==> src/design/dmcmc_pkg.sv <==
// Shared constants, types and the clearing-sweep state encoding for the cache miss counter.
`default_nettype none
package dmcmc_pkg;

    // Cache geometry; LINE_COUNT is a power of two
    localparam int LINE_COUNT  = 1024;
    localparam int OFFSET_BITS = 5;
    localparam int ADDR_BITS   = 32;
    localparam int ADDR_W      = 32;
    localparam int INDEX_W     = $clog2(LINE_COUNT);
    localparam int TAG_W       = ADDR_BITS - OFFSET_BITS - INDEX_W;
    localparam int COUNT_W     = 32;

    typedef logic [INDEX_W-1:0] t_index;
    typedef logic [TAG_W-1:0]   t_tag;
    typedef logic [COUNT_W-1:0] t_count;

    // One tag store entry
    typedef struct packed {
        logic valid;
        t_tag tag;
    } t_entry;

    // Write request into the tag store
    typedef struct packed {
        logic   en;
        t_index idx;
        t_tag   tag;
    } t_wr_req;

    // Read request into the tag store
    typedef struct packed {
        logic   en;
        t_index idx;
    } t_rd_req;

    // Tag store sweep state
    typedef enum logic {
        ST_CLEAR,
        ST_READY
    } t_store_state;

endpackage
`default_nettype wire

==> src/design/dmcmc_counters.sv <==
// Saturating access and miss counters.
`default_nettype none
module dmcmc_counters (
    input  wire logic           i_clk,
    input  wire logic           i_rst_n,
    input  wire logic           i_step,
    input  wire logic           i_miss,
    output dmcmc_pkg::t_count   o_access_count,
    output dmcmc_pkg::t_count   o_miss_count
);
    import dmcmc_pkg::*;

    t_count r_acc;
    t_count n_acc;
    t_count r_miss;
    t_count n_miss;

    // Advance each counter, hold at full scale
    always_comb begin
        n_acc  = r_acc;
        n_miss = r_miss;
        if (i_step) begin
            if (r_acc != '1) begin
                n_acc = r_acc + t_count'(1);
            end
            if (i_miss && (r_miss != '1)) begin
                n_miss = r_miss + t_count'(1);
            end
        end
    end

    always_ff @(posedge i_clk) begin
        if (!i_rst_n) begin
            r_acc  <= '0;
            r_miss <= '0;
        end else begin
            r_acc  <= n_acc;
            r_miss <= n_miss;
        end
    end

    assign o_access_count = r_acc;
    assign o_miss_count   = r_miss;

endmodule
`default_nettype wire

==> config.mk <==
export PLATFORM = sky130hd
export DESIGN_NAME = dmcmc_counters
export DESIGN_NICKNAME = d
export VERILOG_FILES = /design/src/design/dmcmc_pkg.sv /design/src/design/dmcmc_counters.sv
export SDC_FILE = /design/constraint.sdc
export NUM_CORES = 1
export LEC_CHECK = 0
export BUFFER_PORTS_ARGS = -buffer_cell sky130_fd_sc_hd__buf_4
export CAP_MARGIN = 5
export CORE_ASPECT_RATIO = 0.6
export CORE_MARGIN = 2
export CORE_UTILIZATION = 49
export CTS_CLUSTER_DIAMETER = 50
export DETAILED_ROUTE_END_ITERATION = 8
export GPL_TIMING_DRIVEN = 0
export MAX_ROUTING_LAYER = met4
export PLACE_DENSITY = 0.73
export SLEW_MARGIN = 20
export SYNTH_ARGS = -nofsm -noshare
export SYNTH_HDL_FRONTEND = slang
export SYNTH_SLANG_ARGS = --single-unit
==> constraint.sdc <==
create_clock -name i_clk -period 2 [get_ports i_clk]
set_input_delay 0.2 -clock i_clk [delete_from_list [all_inputs] [get_ports i_clk]]
set_output_delay 0.2 -clock i_clk [all_outputs]
set_load 0.01 [all_outputs]
==> summary.txt <==
Status: finished, violations left
Failing checks: setup timing
Area of the mapped netlist: 3240 sq um
CTS tree: built
First DRT Iteration DRCs: 308
Post-synth ARST share: 0%
GRT Resource Usage Total: 30.5%
Core area: 6250 sq um
Min Clock Period, post-route: 2190 ps
I/O Buffers: 66
Slew Viols, Final: 0
CTS sink count: 64
P_leak: 1.73 nW
I/O Pins: 68
Unrepaired setup endpoints after global routing: true
Nets: 513
Setup Viol. Count Final: 47
GRT overflow: 0
Antenna cells: 0
# rows: 22
Final Core Density: 80.8%
Placed Area: 3900 sq um
Syn Inst Count: 394
Register area share after synthesis: 39.5%
Critical Path Sink Type: flop
Commonest cells after routing, fill and taps aside: 94 x buf_4, 34 x dfxtp_1, 26 x nand2_1
Startpoint Class: flop
Hold_buf cts: 0
Chip Height: 67.0 microns
Syn-to-layout area delta: 55.6%
Vias per cell: 6.34
DRT antenna net count: 0
Finished Cell Area: 5050 sq um
Final Skew: 8.07 ps
FILL cells: 375
Final worst-path cycle share: 110%
Synthesis-stage register bit count: 64
Clk slew on worst S/H paths: 70 ps
Antenna violations before repair: 0
Via count: 3,776
Share of cells above drive strength 1: 45.3%
Die area: 7310 sq um
EDFF count, synth: 0
Synth cell types: 42
VDD IR max: 0.503 mV
Largest net degree at the start of global routing: 11
H-tree Lvls: 3
Vias in the first global route: 3,243
Post-synth top flop: dfxtp_1
Pwr Total: 2.73 mW
PnR worst setup slack: -191 ps
PwrDens: 542 nW/um^2
Wire per inst: 19.2 microns
Avg Inst Size Synth: 8.23 sq um
CP Cell Sequence: nand4_1, or3_4, buf_6, nor4b_4, buf_6, clkbuf_16, o211ai_1, o31ai_1
Ys Warns: 0
RD Place Congestion: 0.863
Routed wire length: 11,500 microns
CP required: 2240 ps
Net count after synthesis: 400
Relative max-transition margin: 52.9%
Critical-path cell with the highest stage delay: or3_4
Max cap viols: 0
Hold Crit Class: input port to flop
First-pass GRT wire length: 16,500 microns
Pre-antenna DRT Iters: 5
Bufs on Longest Clock Path: 2
Commonest non-fill, non-tap cell in the layout: buf_4
Detailed placement HPWL: 6450 microns
Clk_lat worst skew: 350 ps
Number of CTS-inserted buffers: 9
Fmax: 0.457 GHz
Die W: 109 microns
Worst path most repeated cell: buf_6
Clock root buffer: clkbuf_8
CP Class: flop to flop
Setup TNS Final: -4680 ps
Hold Violations, Final: 0
Worst slew pin tran: 706 ps
# DRC: 0
Crit-path max FO: 7
Worst EP arrival: 2430 ps
Crit path buf inv count: 3
CP delay by family, top: simple AND/OR/NAND/NOR gates
Max stage delay on crit path: 470 ps
Initial core utilization: 51.9%
==> final timing paths <==
| kind | from | endpoint | slack [ps] | cells after the start |
|---|---|---|---|---|
| worst max-delay path | o_miss_count[4] | o_miss_count[1] | -190 | 8 |
| worst min-delay path | i_rst_n | o_miss_count[12] | 320 | 3 |
| worst max register to register | o_miss_count[4] | o_miss_count[1] | -190 | 8 |
| worst min register to register | o_miss_count[14] | o_miss_count[14] | 480 | 2 |
==> tightest hold or removal path, delay by kind of cell <==
family / cells / cell delay, ps
muxes: 1 / 60
and+or+nand+nor: 1 / 140
buffers and inverters: 1 / 240
==> cells in the mapped netlist, types with 3 or more instances <==
| cell | count | share of area, % |
|---|---|---|
| clkbuf_1 | 19 | 2.2 |
| o21ai_0 | 14 | 2.2 |
| nor2_1 | 21 | 2.4 |
| buf_2 | 3 | 0.46 |
| xnor2_1 | 9 | 2.4 |
| o211ai_1 | 4 | 0.93 |
| xor2_1 | 4 | 1.1 |
| and2_1 | 8 | 1.5 |
| or4_1 | 22 | 5.1 |
| mux2i_1 | 6 | 1.9 |
| nand4_1 | 25 | 4.8 |
| a21oi_1 | 36 | 5.6 |
| nand2_1 | 26 | 3.0 |
| or3_1 | 16 | 3.1 |
| nor3_1 | 10 | 1.5 |
| nor4_1 | 3 | 0.58 |
| o31ai_1 | 23 | 5.3 |
| and4_1 | 5 | 1.3 |
| dfxtp_1 | 64 | 39 |
| o21a_1 | 12 | 2.8 |
| nand3_1 | 18 | 2.8 |
| inv_1 | 13 | 1.5 |
| nand2b_1 | 7 | 1.3 |
==> where the power goes <==
group / leakage [nW] / internal (mW) / switching (mW) / total [mW]
combinational: 1.07 / 0.0539 / 0.0850 / 0.139
sequential: 0.534 / 1.27 / 0.0107 / 1.28
clock: 0.117 / 0.806 / 0.511 / 1.32
==> layout make-up <==
| class | count | area, sq um | share of cell area, % |
|---|---|---|---|
| repair buffers | 107 | 901 | 17.8 |
| plain buffers | 18 | 145 | 2.87 |
| flip-flops and latches | 64 | 1350 | 26.7 |
| clock buffers | 14 | 173 | 3.42 |
| multi-input cells | 293 | 2270 | 44.9 |
| inverters | 14 | 52.6 | 1.04 |
| well taps | 84 | 105 | 2.08 |
| clock inverters | 2 | 60.1 | 1.19 |
==> cell families (layout without fill, tap and decap cells) <==
group           count (synthesis)  after routing  synth area share [%]
simple gates                  174            174                  30.8
compound gates                 98             98                  19.1
flops                          64             64                  39.5
buf+inv                        37            155                  4.51
xor+xnor                       13             13                  3.51
mux                             6              6                  1.85
fa+ha+maj                       2              2                 0.771
==> routing by layer <==
layer	GRT usage, %	vias up	share of wire (%)
met1	43.2	1831	45
li1	-	1714	-
met5	-	-	0
met3	7.73	24	9.3
met4	6.89	0	1.5
met2	43.4	207	45
==> repair_timing <==
action	in CTS	in global routing
endpoints found under the setup margin	57	62
cloned	2	2
pin swaps	24	63
gates resized for setup	61	102
buffers inserted	25	14
==> sequential cells by signal, indices dropped and copies added (netlist names) <==
register	cells
o_miss_count	32
o_access_count	32
==> through the flow <==
step,hold slack (ps),cells,worst slack [ps]
floorplan,398,394,-11.1
global route,344,596,-232
global placement,472,544,-394
finish,325,596,-191
CTS,237,583,-134
detailed placement,480,544,-447
No activity file was read; power rests on OpenSTA's default activity.
